$ cat src/rtl/tccw_pkg.sv
// Shared constants and controller/datapath interface types for the text console
// character writer. Used by every module of the block; depends on nothing.
`default_nettype none

package tccw_pkg;

  localparam int COLS  = 80;
  localparam int ROWS  = 25;
  localparam int CELLS = ROWS * COLS;

  localparam int ADDR_W = 11;
  localparam int COL_W  = 7;
  localparam int ROW_W  = 5;
  localparam int CELL_W = 16;
  localparam int CHAR_W = 8;
  localparam int TAB_STEP = 8;

  localparam logic [CHAR_W-1:0] CH_BS    = 8'h08;
  localparam logic [CHAR_W-1:0] CH_TAB   = 8'h09;
  localparam logic [CHAR_W-1:0] CH_LF    = 8'h0A;
  localparam logic [CHAR_W-1:0] CH_CR    = 8'h0D;
  localparam logic [CHAR_W-1:0] CH_SPACE = 8'h20;

  localparam logic [CHAR_W-1:0] ATTR_RESET = 8'h40;

  localparam logic FUNC_PUT  = 1'b0;
  localparam logic FUNC_READ = 1'b1;

  typedef struct packed {
    logic load;      // latch accepted item, start its store read
    logic exec;      // evaluate item, update cursor, write cell
    logic cnt_clr;   // zero the sweep counter
    logic clr_wr;    // clearing pass: write zero at counter
    logic scroll_rd; // scroll: read cell one row below counter
    logic out_load;  // move result into output register
  } tccw_cmd_t;

  typedef struct packed {
    logic need_scroll;
    logic cnt_last;
  } tccw_sts_t;

endpackage

`default_nettype wire

$ cat src/rtl/tccw_ctrl.sv
// Controller state machine for the text console character writer.
// Depends on tccw_pkg; drives tccw_datapath through tccw_cmd_t.
`default_nettype none

module tccw_ctrl
  import tccw_pkg::*;
(
  input  wire logic      clk,
  input  wire logic      rst,
  input  wire logic      in_valid,
  output logic           in_ready,
  output logic           out_valid,
  input  wire logic      out_ready,
  input  wire tccw_sts_t sts,
  output tccw_cmd_t      cmd
);

  typedef enum logic [5:0] {
    ST_CLEAR      = 6'b000001,
    ST_IDLE       = 6'b000010,
    ST_EXEC       = 6'b000100,
    ST_SCROLL     = 6'b001000,
    ST_SCROLL_END = 6'b010000,
    ST_DONE       = 6'b100000
  } state_t;

  state_t state, state_next;

  always_comb begin
    state_next = state;
    cmd        = '0;
    in_ready   = 1'b0;
    case (state)
      ST_CLEAR: begin
        cmd.clr_wr = 1'b1;
        if (sts.cnt_last) begin
          state_next = ST_IDLE;
        end
      end
      ST_IDLE: begin
        in_ready = 1'b1;
        if (in_valid) begin
          cmd.load   = 1'b1;
          state_next = ST_EXEC;
        end
      end
      ST_EXEC: begin
        cmd.exec    = 1'b1;
        cmd.cnt_clr = 1'b1;
        state_next  = sts.need_scroll ? ST_SCROLL : ST_DONE;
      end
      ST_SCROLL: begin
        cmd.scroll_rd = 1'b1;
        if (sts.cnt_last) begin
          state_next = ST_SCROLL_END;
        end
      end
      ST_SCROLL_END: begin
        // last copy write drains here
        state_next = ST_DONE;
      end
      ST_DONE: begin
        if (!out_valid || out_ready) begin
          cmd.out_load = 1'b1;
          state_next   = ST_IDLE;
        end
      end
      default: begin
        state_next = ST_IDLE;
      end
    endcase
  end

  always_ff @(posedge clk) begin
    if (rst) begin
      state     <= ST_CLEAR;
      out_valid <= 1'b0;
    end else begin
      state <= state_next;
      if (cmd.out_load) begin
        out_valid <= 1'b1;
      end else if (out_ready) begin
        out_valid <= 1'b0;
      end
    end
  end

endmodule

`default_nettype wire

$ cat config.mk
export PLATFORM = sky130hd
export DESIGN_NAME = tccw_ctrl
export DESIGN_NICKNAME = d
export VERILOG_FILES = /design/src/rtl/tccw_pkg.sv /design/src/rtl/tccw_ctrl.sv
export SDC_FILE = /design/constraint.sdc
export NUM_CORES = 1
export LEC_CHECK = 0
export ABC_AREA = 1
export BUFFER_PORTS_ARGS = -buffer_cell sky130_fd_sc_hd__buf_2
export CAP_MARGIN = 20
export CORE_AREA = 3 3 40 42
export DETAILED_ROUTE_END_ITERATION = 7
export DIE_AREA = 0 0 43 45
export SLEW_MARGIN = 10
export SYNTH_ARGS = -nofsm -noshare
export SYNTH_HDL_FRONTEND = slang
export SYNTH_SLANG_ARGS = --single-unit
$ cat constraint.sdc
create_clock -name clk -period 1.3 [get_ports clk]
set_input_delay 0.065 -clock clk [delete_from_list [all_inputs] [get_ports clk]]
set_output_delay 0.065 -clock clk [all_outputs]
set_load 0.05 [all_outputs]
==> Yosys cells after proc, flatten, opt, wreduce, memory -nomap -nowiden <==
Cells that the tools add are included.
{ "classes": {"eq_ne": 10, "n_reduce_logical": 4, "mux": 16} }
{ "op_table": {"columns": ["op", "n"], "rows": [
  ["6-bit case mux with 6 select lines", 1],
  ["6-bit two-way mux", 5],
  ["1-bit two-way mux", 9],
  ["2-bit inequality test (second input constant)", 4],
  ["6-bit by 1-bit == test with 1-bit output (second input constant)", 1],
  ["6-bit by 2-bit == test with 1-bit output (second input constant)", 1],
  ["6-bit by 3-bit == test with 1-bit output (second input constant)", 1],
  ["6-bit by 4-bit == test with 1-bit output (second input constant)", 1],
  ["6-bit by 5-bit == test with 1-bit output (second input constant)", 1],
  ["6-bit == test (second input constant)", 1],
  ["4-bit AND reduction", 1],
  ["2-bit two-way mux", 1],
  ["2-bit nonzero test", 1],
  ["1-bit zero test", 1],
  ["1-bit logical OR", 1]
]} }
{ "totals": {"inputBits": 6, "elab_cells": 32, "regBits": 7, "output_inout_bits": 8} }

==> Logic depth before layout (Yosys ltp) <==
{ "logic_depth": {"word_depth": 5, "mapped_depth": 8, "depth_no_buf": 8} }

==> Least setup slack after synthesis <==
No wires, ideal clock.
{ "synth_timing": {"path_kind": "reg2reg", "from": "register state[5]", "to": "register state[4]", "stages_incl_launch_ff": 6, "path_buffers": 0, "period_less_slack_ns": 1.973, "slack_ns": -0.673, "setup_time_ns": 0.062, "arrival_time_ns": 1.910, "t_required_ns": 1.238, "path_cell_list": "dfxtp_1 -> nor2_2 -> nand2_2 -> nor3_1 -> nand3_1 -> inv_1"} }
{ "synth_via": {"elab_chain_len": 3, "elab_cells_between_ends": 12, "classes_between": "eq/ne: 10; mux: 1; reduce/logical: 1"} }
{ "synth_rtl": {"columns": ["item", "line", "rtl"], "rows": [
  ["start, declared", "tccw_ctrl.sv:27", "state_t state, state_next;"],
  ["start signal, assigned", "tccw_ctrl.sv:79", "state <= state_next;"],
  ["6-bit == test (tied with other cells)", "tccw_ctrl.sv:33", "case (state)"],
  ["2-bit inequality test (no source line)", null, null],
  ["4-bit AND reduction (no source line)", null, null]
]} }
Several ways; a longest one is shown, not always the timed one.
A chain may end at the register's enable or synchronous reset.

==> metrics.txt <==
setup slack, reg-to-reg=~0.08 ns; clock power share=35.1%; syn nets=66; Critical Path AT=~1.3 ns; Setup WS post-layout=-0.0828 ns; r2r startpoint=state[5]; Critical Path Stages=4; hold depth=2; main combinational cell family by area after synthesis=simple AND/OR/NAND/NOR gates; Root Buffer=clkbuf_4; Antenna Cells=0; first-pass GRT wire length=~1.8 mm; Synth Warn #=0; Initial DRC Count=5; mux share of post-synthesis cell area=0%; remaining design rule violation count=0; vias in the first global route=between 400 and 500; initial antenna violation count=0; WL final=1.10 mm; CTS Buffer Depth=2; sw power=0.186 mW; Vias=around 470; Final Wtd Congestion=a little under 0.9; final std cells w/o fill=between 90 and 100; Critical Path Start Type=flip-flop; # port buffers=13; Tot GR Track Use=~13%; Worst Clk Skew=0.00272 ns; RSZ-0062 raised after global routing=yes; Rows=13; wire per inst=roughly 11 um; Max Fclk=roughly 0.72 GHz; crit-path cells=nor2_4 > nand2_4 > nor3_4 > buf_6; I/O Pins=14; die footprint=between 0.0015 and 0.002 mm2; H-tree levels=1; number of buffers and inverters on the critical path=1; switching part of the total=between 30% and 40%; Avg Inst Size Synth=between 6 and 7 um2; CTS sink count=7; Final Net Count=90; worst-path maximum fanout=5; Fin. Hold Viols=0; register area share after synthesis=~36%; r2r endpoint=state[1]; worst-margin pin slew=roughly 0.23 ns; MaxCap Viol Count=0; maximum VDD drop=slightly above 0.0005 V; capture point of the worst path=cmd[3]; Synth Area in XOR/XNOR=0%; HP Class=input port to flip-flop; fill cell count=~130; CP max stage cell=dfxtp_2; critical path's top delay family=simple AND/OR/NAND/NOR gates; crit-path max cell delay=approximately 0.33 ns; DRT Pass-1 Iters=4; failing checks=setup timing; clock latency on the worst-skew pair=around 0.25 ns; CP endpoint kind=output port; CP Data Required Time=about 1.2 ns; Remaining Overflow, GRT=0; die width=43 um; layout cell share with drive strength beyond 1=around 49%; Leak=~0.33 nW; area of the multi-input gates=around 260 um2; part of the cycle the worst path needs=106%; pwr dens=~870 mW/mm2; Gate Count Post-Synth=60; Worst Setup SP=state[5]; Max Slew Vio Count=0; outcome=finished, violations left; post-synthesis compound-gate area fraction=under 10%; Register-to-Register Path Depth=9; post-DR vias/cell=roughly 4.7; synthesis-stage register bit count=7; Final HPWL DP=approximately 750 um; Cell Area, Synth=just under 400 um2; Synth cell types=15; CTS buffer count=3; Cells after DPL=89; TNS Setup=-0.165 ns; clk slew on worst S/H paths=approximately 0.050 ns; hold_buf cts=0; Final Setup Violations=2; Post-Synth Simple-Gate Area=a little under half; pin count of the biggest net entering global routing=7; sequential group share of total power=a little over 40%; Post-DRT Antenna Nets=0; Reg area=between 150 and 200 um2; TritonCTS clock tree=built; core area=0.00128 mm2; initial core utilization=30.3%; Rel. slew slack=between 80% and 90%; post-route cell area=between 600 and 700 um2; Synth-to-Final Area Change=72.7%; Period minus WS final=between 1 and 1.5 ns; Worst Setup Path Type=flip-flop to output port; post-synthesis adder-cell area fraction=0%; Power Internal=around 0.4 mW; die span in y=roughly 45 um; post-place instance area=between 500 and 600 um2; Comb pwr share=approximately 25%
## routing by layer
layer,track usage (%),part of all wire [%],wire (um),vias to the layer above
met5,0,0,0,-
met4,7.23,1.4,15,0
met3,3.98,4.4,48,2
met2,21.6,52,572,10
met1,14.0,42,464,219
li1,-,-,-,234
## how the worst min path moves through the flow
stage | slack [ns] | from | endpoint
floorplan | 0.13 | rst | out_valid
global placement | 0.31 | rst | out_valid
detailed placement | 0.31 | rst | out_valid
CTS | 0.04 | rst | out_valid
global route | 0.05 | rst | out_valid
finish | 0.05 | rst | out_valid
## state kept, by name, summed over array words and instances (netlist names)
signal and cells:
state 6, out_valid 1
## stage by stage
stage | hold WS, ns | utilization (%) | total power, mW | setup slack [ns]
2_1_floorplan | 0.130 | - | 0.324 | -0.122
3_3_place_gp | 0.306 | 41.0 | 0.349 | 0.116
3_5_place_dp | 0.310 | 41.0 | 0.351 | 0.0524
4_1_cts | 0.0428 | 47.9 | 0.573 | -0.0859
5_1_grt | 0.0478 | 52.3 | 0.617 | -0.176
6_report | 0.0496 | 52.3 | 0.584 | -0.0828
## worst reg2reg max path, delay by kind of cell, from the launching register on
kind	cells	cell delay [ns]
flip-flops	1	0.33
AND/OR/NAND/NOR	7	0.62
buffers and inverters	2	0.21
## power groups by stage
stage / clock (mW) / combinational (mW) / sequential [mW]
floorplan: 0 / 0.0862 / 0.237
global placement: 0 / 0.111 / 0.238
detailed placement: 0 / 0.113 / 0.239
CTS: 0.213 / 0.125 / 0.234
global route: 0.226 / 0.155 / 0.236
finish: 0.205 / 0.144 / 0.236
## cell usage in the layout, fill, tap and decap left out, drive strengths merged
cell and count:
nor2 16, dfxtp 7, nand3 4, clkbuf 4, a31oi 1, nand4 5, a21oi 1, inv 12
buf 20, o21bai 1, nand2 8, nor3 3, and3 1
## layout make-up
class | instances | area share [%]
timing repair buffer | 20 | 25.7
sequential | 7 | 22.3
clock buffer | 4 | 3.91
inverter | 12 | 6.70
tap | 15 | 2.79
multi-input combinational | 40 | 38.5
## logic make-up after synthesis
| group | count (synthesis) |
|---|---|
| AND/OR/NAND/NOR | 37 |
| buffers and inverters | 13 |
| flip-flops | 7 |
| AO/OA/AOI/OAI | 3 |
## Yosys cell counts, drive strengths merged
master  number  share of area (%)
a21oi        1                1.3
a31oi        1                1.6
and3         1                1.6
buf          1                1.9
dfxtp        7                 36
inv         12                 12
nand2        8                8.4
nand3        4                5.1
nand4        5                8.0
nor2        16                 17
nor3         3                5.1
o21bai       1                1.9
## what timing repair did
item | 4_1_cts | 5_1_grt
endpoints found under the setup margin | 7 | 9
pin swaps | 4 | 4
setup buffers | 3 | 2
resized for setup | 14 | 12
gates cloned | 0 | 0
Note: power is estimated with default switching activity, not from simulation.
